`src/sv/lrrm_pkg.sv`:
```
// lrrm_pkg: shared types, constants and codes for the lock revoke/retry manager
// no dependencies; imported by every module of the block
`default_nettype none
package lrrm_pkg;
    localparam int NUM_LOCKS    = 16;
    localparam int NUM_CLIENTS  = 16;
    localparam int WAITER_DEPTH = 8;
    localparam int LOCK_W  = 4;
    localparam int CLI_W   = 4;
    localparam int HEAD_W  = 3;
    localparam int CNT_W   = 4;
    localparam int SLOT_W  = LOCK_W + HEAD_W;
    localparam int QDEPTH  = 2;

    typedef enum logic [1:0] {
        MODE_FREE = 2'd0, MODE_EXCL = 2'd1, MODE_REVOKING = 2'd2, MODE_RETRYING = 2'd3
    } mode_t;

    typedef enum logic [1:0] {
        ST_OK = 2'd0, ST_RETRY = 2'd1, ST_REJECT = 2'd2, ST_FULL = 2'd3
    } status_t;

    localparam logic FUNC_ACQUIRE = 1'b0;
    localparam logic FUNC_RELEASE = 1'b1;
    localparam logic MSG_REVOKE   = 1'b0;
    localparam logic MSG_RETRY    = 1'b1;

    // classified request passed from front to back
    typedef struct packed {
        logic              func;
        logic [CLI_W-1:0]  client;
        logic [LOCK_W-1:0] lock;
        logic              bad;
    } req_t;

    typedef enum logic [1:0] {
        BK_IDLE = 2'd0, BK_SCAN = 2'd1, BK_DONE = 2'd2
    } bk_state_t;
endpackage
`default_nettype wire

```
`src/sv/lrrm_front.sv`:
```
// lrrm_front: accepts request beats, range-checks them and queues them
// depends on lrrm_pkg
`default_nettype none
module lrrm_front (
    input  wire                     clk,
    input  wire                     rst_n,
    input  wire                     start,
    input  wire                     func,
    input  wire [3:0]               client_id,
    input  wire [3:0]               lock_index,
    output logic                    busy,
    output logic                    q_valid,
    output lrrm_pkg::req_t          q_data,
    input  wire                     q_pop
);
    import lrrm_pkg::*;

    req_t       mem_reg [QDEPTH];
    logic       wr_reg, wr_next, rd_reg, rd_next;
    logic [1:0] cnt_reg, cnt_next;
    logic       push;
    req_t       in_req;

    // classify the incoming beat
    always_comb
    begin
        in_req.func   = func;
        in_req.client = client_id;
        in_req.lock   = lock_index;
        in_req.bad    = (32'(lock_index) >= NUM_LOCKS) || (32'(client_id) >= NUM_CLIENTS);
    end

    assign busy    = (cnt_reg == 2'(QDEPTH));
    assign push    = start && !busy;
    assign q_valid = (cnt_reg != 2'd0);
    assign q_data  = mem_reg[rd_reg];

    // pointer update
    always_comb
    begin
        wr_next  = push ? ~wr_reg : wr_reg;
        rd_next  = q_pop ? ~rd_reg : rd_reg;
        cnt_next = cnt_reg + 2'(push) - 2'(q_pop);
    end

    always_ff @(posedge clk or negedge rst_n)
    begin
        if (!rst_n)
        begin
            wr_reg  <= 1'b0;
            rd_reg  <= 1'b0;
            cnt_reg <= 2'd0;
        end
        else
        begin
            wr_reg  <= wr_next;
            rd_reg  <= rd_next;
            cnt_reg <= cnt_next;
        end
    end

    // queue storage
    always_ff @(posedge clk)
    begin
        if (push)
        begin
            mem_reg[wr_reg] <= in_req;
        end
    end
endmodule
`default_nettype wire

```
`src/sv/lrrm_back.sv`:
```
// lrrm_back: per-lock state machine with waiter queue memory scanned one slot a cycle
// depends on lrrm_pkg
`default_nettype none
module lrrm_back (
    input  wire                     clk,
    input  wire                     rst_n,
    input  wire                     q_valid,
    input  lrrm_pkg::req_t          q_data,
    output logic                    q_pop,
    output logic                    res_strobe,
    output logic [1:0]              reply_status,
    output logic                    msg_valid,
    output logic                    msg_kind,
    output logic [3:0]              msg_client,
    output logic [3:0]              msg_lock
);
    import lrrm_pkg::*;

    mode_t             mode_reg  [NUM_LOCKS];
    logic              ovld_reg  [NUM_LOCKS];
    logic [CLI_W-1:0]  owner_reg [NUM_LOCKS];
    logic [HEAD_W-1:0] head_reg  [NUM_LOCKS];
    logic [CNT_W-1:0]  count_reg [NUM_LOCKS];
    logic [CLI_W-1:0]  wq_mem    [NUM_LOCKS*WAITER_DEPTH];

    bk_state_t         state_reg, state_next;
    req_t              req_reg;
    logic [CNT_W-1:0]  idx_reg, idx_next;
    logic              dup_reg, dup_next;
    logic [CLI_W-1:0]  rdata_reg;
    logic              rvalid_reg;
    logic [SLOT_W-1:0] raddr;
    logic              rd_en;

    mode_t             cur_mode;
    logic [CLI_W-1:0]  cur_owner;
    logic [HEAD_W-1:0] cur_head;
    logic [CNT_W-1:0]  cur_cnt;
    logic              owns;
    logic              dup_all;
    logic [CLI_W-1:0]  head_client;

    logic [1:0]        st;
    logic              mv, mk;
    logic [CLI_W-1:0]  mc;
    logic              w_mode, w_owner, w_ovld, w_pop, w_push;
    mode_t             new_mode;
    logic              new_ovld;
    logic [CLI_W-1:0]  new_owner;

    assign cur_mode  = mode_reg[req_reg.lock];
    assign cur_owner = owner_reg[req_reg.lock];
    assign cur_head  = head_reg[req_reg.lock];
    assign cur_cnt   = count_reg[req_reg.lock];
    assign owns      = ovld_reg[req_reg.lock] && (cur_owner == req_reg.client);

    // scan address: slot idx of the queue, head first
    assign raddr = {req_reg.lock, HEAD_W'(cur_head + HEAD_W'(idx_reg))};
    assign rd_en = (state_reg == BK_SCAN) && (idx_reg < cur_cnt);

    // queue memory read, registered
    always_ff @(posedge clk)
    begin
        rdata_reg <= wq_mem[raddr];
    end

    always_ff @(posedge clk or negedge rst_n)
    begin
        if (!rst_n)
        begin
            rvalid_reg <= 1'b0;
        end
        else
        begin
            rvalid_reg <= rd_en;
        end
    end

    // head entry is first one read in the scan
    logic [CLI_W-1:0] head_cap_reg;
    logic             first_reg;
    always_ff @(posedge clk)
    begin
        if (rvalid_reg && first_reg)
        begin
            head_cap_reg <= rdata_reg;
        end
    end
    always_ff @(posedge clk or negedge rst_n)
    begin
        if (!rst_n)
        begin
            first_reg <= 1'b0;
        end
        else if (state_reg != BK_SCAN)
        begin
            first_reg <= 1'b1;
        end
        else if (rvalid_reg)
        begin
            first_reg <= 1'b0;
        end
    end
    assign head_client = head_cap_reg;

    // take the next request beat from the front while idle
    assign q_pop = (state_reg == BK_IDLE) && q_valid;

    // next state and scan bookkeeping
    always_comb
    begin
        state_next = state_reg;
        idx_next   = idx_reg;
        dup_next   = dup_reg;
        case (state_reg)
            BK_IDLE:
            begin
                if (q_valid)
                begin
                    idx_next   = '0;
                    dup_next   = 1'b0;
                    state_next = BK_SCAN;
                end
            end
            BK_SCAN:
            begin
                if (rvalid_reg && rdata_reg == req_reg.client)
                begin
                    dup_next = 1'b1;
                end
                if (rd_en)
                begin
                    idx_next = idx_reg + CNT_W'(1);
                end
                else if (!rvalid_reg)
                begin
                    state_next = BK_DONE;
                end
            end
            BK_DONE:
            begin
                state_next = BK_IDLE;
            end
            default:
            begin
                state_next = BK_IDLE;
            end
        endcase
    end

    assign dup_all = dup_reg;

    // decision, made in the done cycle
    always_comb
    begin
        st = ST_REJECT; mv = 1'b0; mk = MSG_REVOKE; mc = '0;
        w_mode = 1'b0; w_owner = 1'b0; w_ovld = 1'b0; w_pop = 1'b0; w_push = 1'b0;
        new_mode = cur_mode; new_ovld = 1'b0; new_owner = req_reg.client;
        if (!req_reg.bad)
        begin
            if (req_reg.func == FUNC_ACQUIRE)
            begin
                case (cur_mode)
                    MODE_FREE:
                    begin
                        st = ST_OK; w_mode = 1'b1; new_mode = MODE_EXCL;
                        w_owner = 1'b1; w_ovld = 1'b1; new_ovld = 1'b1;
                    end
                    MODE_EXCL, MODE_REVOKING:
                    begin
                        if (owns) st = ST_REJECT;
                        else if (dup_all) st = ST_REJECT;
                        else if (32'(cur_cnt) >= WAITER_DEPTH) st = ST_FULL;
                        else
                        begin
                            st = ST_RETRY; w_push = 1'b1;
                            if (cur_mode == MODE_EXCL)
                            begin
                                w_mode = 1'b1; new_mode = MODE_REVOKING;
                                mv = 1'b1; mk = MSG_REVOKE; mc = cur_owner;
                            end
                        end
                    end
                    default:
                    begin
                        if (cur_cnt != '0 && head_client == req_reg.client)
                        begin
                            st = ST_OK; w_pop = 1'b1;
                            w_owner = 1'b1; w_ovld = 1'b1; new_ovld = 1'b1;
                            w_mode = 1'b1;
                            if (cur_cnt == CNT_W'(1)) new_mode = MODE_EXCL;
                            else
                            begin
                                new_mode = MODE_REVOKING;
                                mv = 1'b1; mk = MSG_REVOKE; mc = req_reg.client;
                            end
                        end
                        else if (dup_all) st = ST_REJECT;
                        else if (32'(cur_cnt) >= WAITER_DEPTH) st = ST_FULL;
                        else
                        begin
                            st = ST_RETRY; w_push = 1'b1;
                        end
                    end
                endcase
            end
            else if (owns)
            begin
                case (cur_mode)
                    MODE_EXCL:
                    begin
                        st = ST_OK; w_mode = 1'b1; new_mode = MODE_FREE;
                        w_ovld = 1'b1; new_ovld = 1'b0;
                    end
                    MODE_REVOKING:
                    begin
                        st = ST_OK; w_ovld = 1'b1; new_ovld = 1'b0; w_mode = 1'b1;
                        if (cur_cnt != '0)
                        begin
                            new_mode = MODE_RETRYING;
                            mv = 1'b1; mk = MSG_RETRY; mc = head_client;
                        end
                        else new_mode = MODE_FREE;
                    end
                    default: st = ST_REJECT;
                endcase
            end
        end
    end

    // state update
    always_ff @(posedge clk or negedge rst_n)
    begin
        if (!rst_n)
        begin
            state_reg <= BK_IDLE;
            idx_reg   <= '0;
            dup_reg   <= 1'b0;
            for (int i = 0; i < NUM_LOCKS; i++)
            begin
                mode_reg[i]  <= MODE_FREE;
                ovld_reg[i]  <= 1'b0;
                head_reg[i]  <= '0;
                count_reg[i] <= '0;
            end
        end
        else
        begin
            state_reg <= state_next;
            idx_reg   <= idx_next;
            dup_reg   <= dup_next;
            if (state_reg == BK_DONE)
            begin
                if (w_mode) mode_reg[req_reg.lock] <= new_mode;
                if (w_ovld) ovld_reg[req_reg.lock] <= new_ovld;
                if (w_pop)
                begin
                    head_reg[req_reg.lock]  <= cur_head + HEAD_W'(1);
                    count_reg[req_reg.lock] <= cur_cnt - CNT_W'(1);
                end
                if (w_push) count_reg[req_reg.lock] <= cur_cnt + CNT_W'(1);
            end
        end
    end

    // payload registers: request, owner table, queue memory write
    always_ff @(posedge clk)
    begin
        if (q_pop)
        begin
            req_reg <= q_data;
        end
        if (state_reg == BK_DONE && w_owner)
        begin
            owner_reg[req_reg.lock] <= new_owner;
        end
        if (state_reg == BK_DONE && w_push)
        begin
            wq_mem[{req_reg.lock, HEAD_W'(cur_head + HEAD_W'(cur_cnt))}] <= req_reg.client;
        end
    end

    // result beat
    always_comb
    begin
        res_strobe   = (state_reg == BK_DONE);
        reply_status = st;
        msg_valid    = mv;
        msg_kind     = mv ? mk : 1'b0;
        msg_client   = mv ? mc : '0;
        msg_lock     = mv ? req_reg.lock : '0;
    end
endmodule
`default_nettype wire

```
`src/sv/lock_revoke_retry_manager_unit.sv`:
```
// lock_revoke_retry_manager_unit: top level joining request front end and lock back end
// depends on lrrm_pkg, lrrm_front, lrrm_back
//
// channel  | signals                                   | handshake
// request  | func, client_id, lock_index               | start high, busy low
// result   | reply_status, msg_valid/kind/client/lock  | done strobe, one cycle
//
// a request's result beat follows its acceptance through the front queue, the back
// end's scan state (one read per waiter slot of the lock's queue for the duplicate
// and head check, plus the registered read) and its done state
// the front holds up to two requests; busy rises while both are held
// reset clears all lock modes, owner flags and queue counts at once
// results cannot be stalled: each shows for exactly one cycle under done
`default_nettype none
module lock_revoke_retry_manager_unit (
    input  wire        clk,
    input  wire        rst_n,
    input  wire        start,
    output logic       busy,
    input  wire        func,
    input  wire [3:0]  client_id,
    input  wire [3:0]  lock_index,
    output logic       done,
    output logic [1:0] reply_status,
    output logic       msg_valid,
    output logic       msg_kind,
    output logic [3:0] msg_client,
    output logic [3:0] msg_lock
);
    import lrrm_pkg::*;

    logic q_valid, q_pop;
    req_t q_data;

    lrrm_front u_front (
        .clk(clk), .rst_n(rst_n), .start(start), .func(func),
        .client_id(client_id), .lock_index(lock_index), .busy(busy),
        .q_valid(q_valid), .q_data(q_data), .q_pop(q_pop)
    );

    lrrm_back u_back (
        .clk(clk), .rst_n(rst_n), .q_valid(q_valid), .q_data(q_data),
        .q_pop(q_pop), .res_strobe(done), .reply_status(reply_status),
        .msg_valid(msg_valid), .msg_kind(msg_kind), .msg_client(msg_client),
        .msg_lock(msg_lock)
    );

    // no pop from an empty queue
    a_pop_valid: assert property (@(posedge clk) disable iff (!rst_n) q_pop |-> q_valid)
        else $error("pop from empty request queue");
    // a message always carries an ok or retry status
    a_msg_status: assert property (@(posedge clk) disable iff (!rst_n)
        (done && msg_valid) |-> (reply_status == ST_OK || reply_status == ST_RETRY))
        else $error("message with reject status");
    // no message fields without a message
    a_msg_zero: assert property (@(posedge clk) disable iff (!rst_n)
        (done && !msg_valid) |-> (msg_client == 4'd0 && msg_lock == 4'd0 && !msg_kind))
        else $error("stray message fields");
endmodule
`default_nettype wire

```
`config.mk`:
```
export PLATFORM = sky130hd
export DESIGN_NAME = lock_revoke_retry_manager_unit
export DESIGN_NICKNAME = d
export VERILOG_FILES = /design/src/sv/lrrm_pkg.sv /design/src/sv/lrrm_front.sv /design/src/sv/lrrm_back.sv /design/src/sv/lock_revoke_retry_manager_unit.sv
export SDC_FILE = /design/constraint.sdc
export NUM_CORES = 1
export LEC_CHECK = 0
export BUFFER_PORTS_ARGS = -buffer_cell sky130_fd_sc_hd__buf_2
export CORE_UTILIZATION = 30
export DETAILED_ROUTE_END_ITERATION = 10
export PLACE_DENSITY = 0.55
export RECOVER_POWER = 100
export SLEW_MARGIN = 20
export SYNTH_ARGS = -nofsm -noshare
export SYNTH_HDL_FRONTEND = slang
export SYNTH_SLANG_ARGS = --single-unit
```
`constraint.sdc`:
```
create_clock -name clk -period 15.25 [get_ports clk]
set_input_delay 1.525 -clock clk [delete_from_list [all_inputs] [get_ports clk]]
set_output_delay 1.525 -clock clk [all_outputs]
set_load 0.01 [all_outputs]
```
== Yosys cells after proc, flatten, opt, wreduce, memory -nomap -nowiden ==
Memories as Yosys holds them, arrays and structs flattened. A register that Yosys moved wholly into a read port is not among the register bits.
Index checks and enable logic that the tools add are counted.
W data, S select, Z words.
Word-level totals
  memory bits (writable): 594
  memories: 3
  input bits: 12
  bits in latches: 0
  flip-flop bits (word level): 178
  ROM bits: 0
Memories
  u_back.wq_mem: words 128, bits a word 4, read ports 1, clocked after memory_dff 1, write ports 1, line lrrm_back.sv:24  | logic [CLI_W-1:0] wq_mem [NUM_LOCKS*WAITER_DEPTH];
  u_back.owner_reg: words 16, bits a word 4, read ports 1, clocked after memory_dff 0, write ports 1, line lrrm_back.sv:21  | logic [CLI_W-1:0] owner_reg [NUM_LOCKS];
  u_front.mem_reg: words 2, bits a word 9, read ports 1, clocked after memory_dff 1, write ports 1, line lrrm_front.sv:18  | req_t mem_reg [QDEPTH];
Operators by class
  $add $sub $neg: 8
  shifts and indexed selects: 0
  bitwise logic cells: 3
  reductions and logical operators: 25
  $lt $le $gt $ge: 4
  mux-type cells: 117
  multipliers: 0
  divide/modulo/power cells: 0
  equality and inequality tests: 15
Operators by type and width (count)
  $mux W64: 3
  $bwmux W64: 2
  $mux W4: 18
  $bwmux W48: 1
  $mux W2: 24
  $mux W1: 45
  $bwmux W32: 1
  $bmux W4 S4: 1
  $bwmux W16: 1
  $demux W4 S4: 1
  $pmux W2 S2: 4
  $pmux W4 S2: 2
  $bmux W3 S4: 1
  $demux W3 S4: 1
  $eq A4 B4 Y1: 3
  $logic_and A1 B1 Y1: 10
  $pmux W1 S2: 5
  $mux W3: 3
  $reduce_and A3 Y1: 3
  $add A4 B1 Y4 const B: 2
  $bmux W2 S4: 1
  $demux W2 S4: 1
  $add A3 B3 Y3: 2
  $eq A2 B2 Y1 const B: 3
  23 further kinds: 34

== Logic depth before layout (Yosys ltp) ==
  depth in word-level cells: 14
  gate-level depth with buffers: 21

== Cells and area by module ==
Synthesis repeated with hierarchy kept, for this count alone.
Unflattened totals
  cell total of the unflattened synthesis: 2064
  area total of the unflattened synthesis: 33553.4 um2
By module, submodules not included
  lrrm_back: times used 1, seq. area each 22106.2 um2, area each 32661.3 um2, cells each 2017
  lrrm_front: times used 1, seq. area each 640.6 um2, area each 892.1 um2, cells each 47

== Worst setup path after synthesis ==
OpenSTA, ideal clock, no wires.
  path kind: flip-flop to flip-flop
  start point: register, netlist name u_back.raddr[3]
  end point: register u_back.rdata_reg[0] (read register of u_back.wq_mem)
  library setup time: 134 ps
  data required time: 15116 ps
  slack: 9448 ps
  period minus slack after synthesis: 5802 ps
  cell stages (with the launch flop): 18
  path buffers: 9
  arrival: 5668 ps
  cells stage by stage: edfxtp_1 -> buf_6 -> buf_6 -> buf_6 -> buf_4 -> buf_4 -> buf_1 -> mux4_2 -> mux4_2 -> clkbuf_1 -> ha_1 -> clkbuf_1 -> clkbuf_1 -> mux4_2 -> mux2i_1 -> o22ai_1 -> or2_1 -> mux4_2
On the way
  longest elaborated chain between the ends: 5
Ends and longest elaborated chain
  $not A4 Y5 (implied by the code): line lrrm_back.sv:53  | assign cur_head = head_reg[req_reg.lock];
  $bmux W3 S4: line lrrm_back.sv:53
  $mux W3 (implied by the code) (2 in series): line lrrm_back.sv:53
  $add A3 B3 Y3: line lrrm_back.sv:58  | assign raddr = {req_reg.lock, HEAD_W'(cur_head + HEAD_W'(idx_reg))};
  to (decl): line lrrm_back.sv:30  | logic [CLI_W-1:0] rdata_reg;
Several ways; a longest one is shown, not always the timed one. The select of a mux whose other input is x is not followed.
A chain may end at the register's enable or synchronous reset.

== Worst setup path in the final report ==
  start point: register, netlist name u_back.raddr[3]
  end point: register u_back.rdata_reg[2] (read register of u_back.wq_mem)
On the way
  longest elaborated chain between the ends: 5
Ends and longest elaborated chain (line)
  $not A4 Y5 (implied by the code): lrrm_back.sv:53
  $bmux W3 S4: lrrm_back.sv:53
  $mux W3 (implied by the code) (2 in series): lrrm_back.sv:53
  $add A3 B3 Y3: lrrm_back.sv:58
Several ways; a longest one is shown, not always the timed one. The select of a mux whose other input is x is not followed.

==> impl_metrics.env <==
export IMPL_critPathKind="reg -> reg"
export IMPL_finClkSkew_ns=0.0352
export IMPL_status="finished, violations left"
export IMPL_synthCells=2021
export IMPL_r2r_setup_slack_ns=4.91
export IMPL_gr_total_overflow=0
export IMPL_fin_crit_sh_pct=67.8
export IMPL_syn_area_um2=33200
export IMPL_yosysUniqueCellTypes=60
export IMPL_drive_gt1_share_pct=20.0
export IMPL_synth_edf_count=607
export IMPL_h_tree_depth=3
export IMPL_grt_pass1_vias=18800
export IMPL_period_needed_ns=10.34
export IMPL_synth_top_family_by_area="multiplexers"
export IMPL_slew_violations=1018
export IMPL_hold_buffers=0
export IMPL_ir_drop_mv=0.0982
export IMPL_cp_arrival_ns=10.86
export IMPL_wl_mm=81.4
export IMPL_worstRegToRegCells=12
export IMPL_avgSynthCellArea_um2=16.5
export IMPL_die_y_um=335
export IMPL_antenna_found_initial=0
export IMPL_place_gp_congestion=0.878
export IMPL_p_per_area_nw_per_um2=172
export IMPL_yosysSeqAreaShare_pct=68.1
export IMPL_drt_iter0_drc=1678
export IMPL_tritoncts="built"
export IMPL_clk_latency_ns=0.65
export IMPL_setup_tns_final_ns=0
export IMPL_final_nets=2080
export IMPL_synthMuxAreaShare_pct=18.0
export IMPL_nFillCells=10400
export IMPL_report_final_setup_viol=0
export IMPL_die_area_um2=112000
export IMPL_routedWlPerCell_um=22.7
export IMPL_yosys_area_share_adder_pct=0.798
export IMPL_row_count=121
export IMPL_ys_ff_latch=784
export IMPL_cts_setup_buffers=0
export IMPL_crit_path_end_kind="flip-flop"
export IMPL_path_cells="clkbuf_1, mux4_2, mux4_2, ha_1, inv_1, fa_4, clkbuf_1, mux4_2, mux2i_1, o22ai_1, or2_0, mux4_2"
export IMPL_critical_path_top_delay_family="buffers and inverters"
export IMPL_slowest_delay_ns=2.89
export IMPL_synth_compound_area_share_pct=4.84
export IMPL_hold_viol=0
export IMPL_crit_path_start_kind="flip-flop"
export IMPL_synthToLayoutAreaGrowth_pct=12.8
export IMPL_die_x_um=335
export IMPL_drc=0
export IMPL_portBuffers=25
export IMPL_tightest_slew_ns=4.78
export IMPL_grt_max_degree=108
export IMPL_synth_xor_area_share_pct=0.689
export IMPL_yosys_warnings=0
export IMPL_drv_cap=17
export IMPL_core_um2=109000
export IMPL_cp_slowest_cell="clkbuf_1"
export IMPL_dr_pass1_iters=6
export IMPL_required_ns=15.77
export IMPL_num_vias=18300
export IMPL_root_buffer="clkbuf_16"
export IMPL_clk_pin_slew_worst_paths_ns=0.06
export IMPL_grt_usage_pct=14.5
export IMPL_relSlewSlack_pct=-218
export IMPL_leakage_nw=12.3
export IMPL_crit_buf_inv=3
export IMPL_final_core_util_pct=34.3
export IMPL_clk_path_buf_depth=3
export IMPL_grt_setup_unrepaired="false"
export IMPL_synthSimpleGateAreaFrac_pct=5.57
export IMPL_largest_reg_flops=512
export IMPL_pin_count=26
export IMPL_synthArstFlopShare_pct=22.1
export IMPL_dp_hpwl_mm=51.3
export IMPL_ys_flop_type="edfxtp_1"
export IMPL_fmax_ghz=0.0967
export IMPL_cts_resized=0
export IMPL_violations="max-capacitance violations, max-slew violations"
export IMPL_min_path_cells=1
export IMPL_viasPerCell=5.08
export IMPL_holdCritPathClass="reg -> reg"
export IMPL_cts_buffers=84
export IMPL_syn_nets=2053
export IMPL_cp_max_fo=68
export IMPL_grt_pass1_wl_mm=123
export IMPL_cts_sinks=784
export IMPL_ant_nets=0
export IMPL_crit_path_frequent_cell="mux4_2"
export IMPL_initial_core_util_pct=30.4
export IMPL_worst_path_stages=12
==> power breakdown <==
| part | switching [W] | leakage (nW) | internal [W] |
|---|---|---|---|
| registers | 0.0000913 | 7.88 | 0.00273 |
| logic | 0.00112 | 3.19 | 0.000562 |
| clock network | 0.000832 | 1.27 | 0.00113 |
| total | 0.00204 | 12.3 | 0.00442 |
==> Yosys cell counts, drive strengths merged, types with 2 or more instances <==
master | instances | share of area [%]
a21oi | 68 | 1.1
dfrtp | 173 | 13
nand3b | 2 | 0.045
a2111oi | 3 | 0.083
o2bb2ai | 2 | 0.053
nand2 | 76 | 0.86
and3 | 4 | 0.075
inv | 35 | 0.40
a2bb2oi | 16 | 0.42
nor2 | 255 | 2.9
and2 | 5 | 0.094
fa | 2 | 0.12
mux2 | 84 | 2.8
mux4 | 186 | 13
a311oi | 2 | 0.053
a31o | 3 | 0.079
o21ai | 60 | 0.90
a22oi | 5 | 0.11
o31ai | 4 | 0.090
o41ai | 2 | 0.053
buf | 43 | 0.84
o22ai | 49 | 0.92
or3 | 3 | 0.056
a21o | 4 | 0.090
nand3 | 34 | 0.51
nand4b | 2 | 0.053
xor2 | 11 | 0.29
a211o | 3 | 0.079
edfxtp | 607 | 55
o22a | 5 | 0.13
clkbuf | 73 | 0.82
a221oi | 17 | 0.45
xnor2 | 13 | 0.40
mux2i | 84 | 2.5
nand4 | 6 | 0.11
nor2b | 9 | 0.17
or2 | 19 | 0.36
ha | 18 | 0.68
nor3 | 12 | 0.18
dfxtp | 4 | 0.24
nand2b | 7 | 0.13
a211oi | 5 | 0.13
==> worst register-to-register path: cells and delay by family, from the launching register on <==
kind                       cells  cell delay, ns
buffers and inverters          3            5.25
muxes                          5            2.58
adders and majority gates      2            1.67
DFF                            1            0.31
and+or+nand+nor                1            0.27
AOI/OAI and AO/OA              1            0.15
==> per-layer routing <==
layer / up-vias / GRT usage (%) / routed length, um
met4: 0 / 4.25 / 1850
met3: 143 / 2.74 / 4930
met2: 616 / 24.4 / 40700
met5: - / 0 / 0
li1: 7930 / - / -
met1: 9561 / 18.9 / 33900
==> area by class of cell <==
| type | instances | area, um^2 | share of cell area, % |
|---|---|---|---|
| Clock buffer | 112 | 2300 | 6.13 |
| Tap cell | 1476 | 1850 | 4.92 |
| Sequential cell | 784 | 22600 | 60.4 |
| Multi-Input combinational cell | 1086 | 9960 | 26.6 |
| Clock inverter | 39 | 320 | 0.854 |
| Timing Repair Buffer | 57 | 302 | 0.804 |
| Inverter | 35 | 131 | 0.350 |
| Antenna cell | 1 | 2.50 | 0.00667 |
==> cells by family after synthesis <==
group | count (synthesis)
AND/OR/NAND/NOR | 436
AO/OA/AOI/OAI | 252
XOR/XNOR | 24
multiplexers | 354
flip-flops | 784
buffers and inverters | 151
adder cells (fa/ha/maj) | 20
==> final timing paths <==
| kind | end | start |
|---|---|---|
| setup / recovery | u_back.rdata_reg[2] | u_back.raddr[3] |
| hold / removal | u_front.wr_reg | u_front.wr_reg |
| setup reg to reg | u_back.rdata_reg[2] | u_back.raddr[3] |
| hold reg to reg | u_front.wr_reg | u_front.wr_reg |
| max in group asynchronous | u_back.first_reg | rst_n |
| min in group asynchronous | u_back.count_reg[56] | rst_n |
==> placed cells by master (no fill, tap or decap), types with 30 or more instances in the layout <==
cell / instances
inv_1: 35
mux4_2: 186
clkbuf_16: 86
o21ai_0: 59
dfrtp_1: 173
mux2_2: 84
a21oi_1: 67
nand2_1: 76
o22ai_1: 49
clkbuf_1: 52
nor2_1: 254
edfxtp_1: 607
mux2i_1: 84
nand3_1: 30
==> per-stage QoR <==
stage	instances	instance area (um^2)	power (W)	worst slack (ns)	hold slack, ns
after global routing	3589	37500	0.00673	4.02	0.513
after global placement	3437	35000	0.00446	8.59	0.471
after detailed placement	3437	35000	0.00451	8.47	0.482
after CTS	3588	37600	0.00648	7.77	0.493
after floorplan	2021	33200	0.00396	9.45	0.429
final	3590	37500	0.00646	4.91	0.489
No activity file was read; power rests on OpenSTA's default activity.
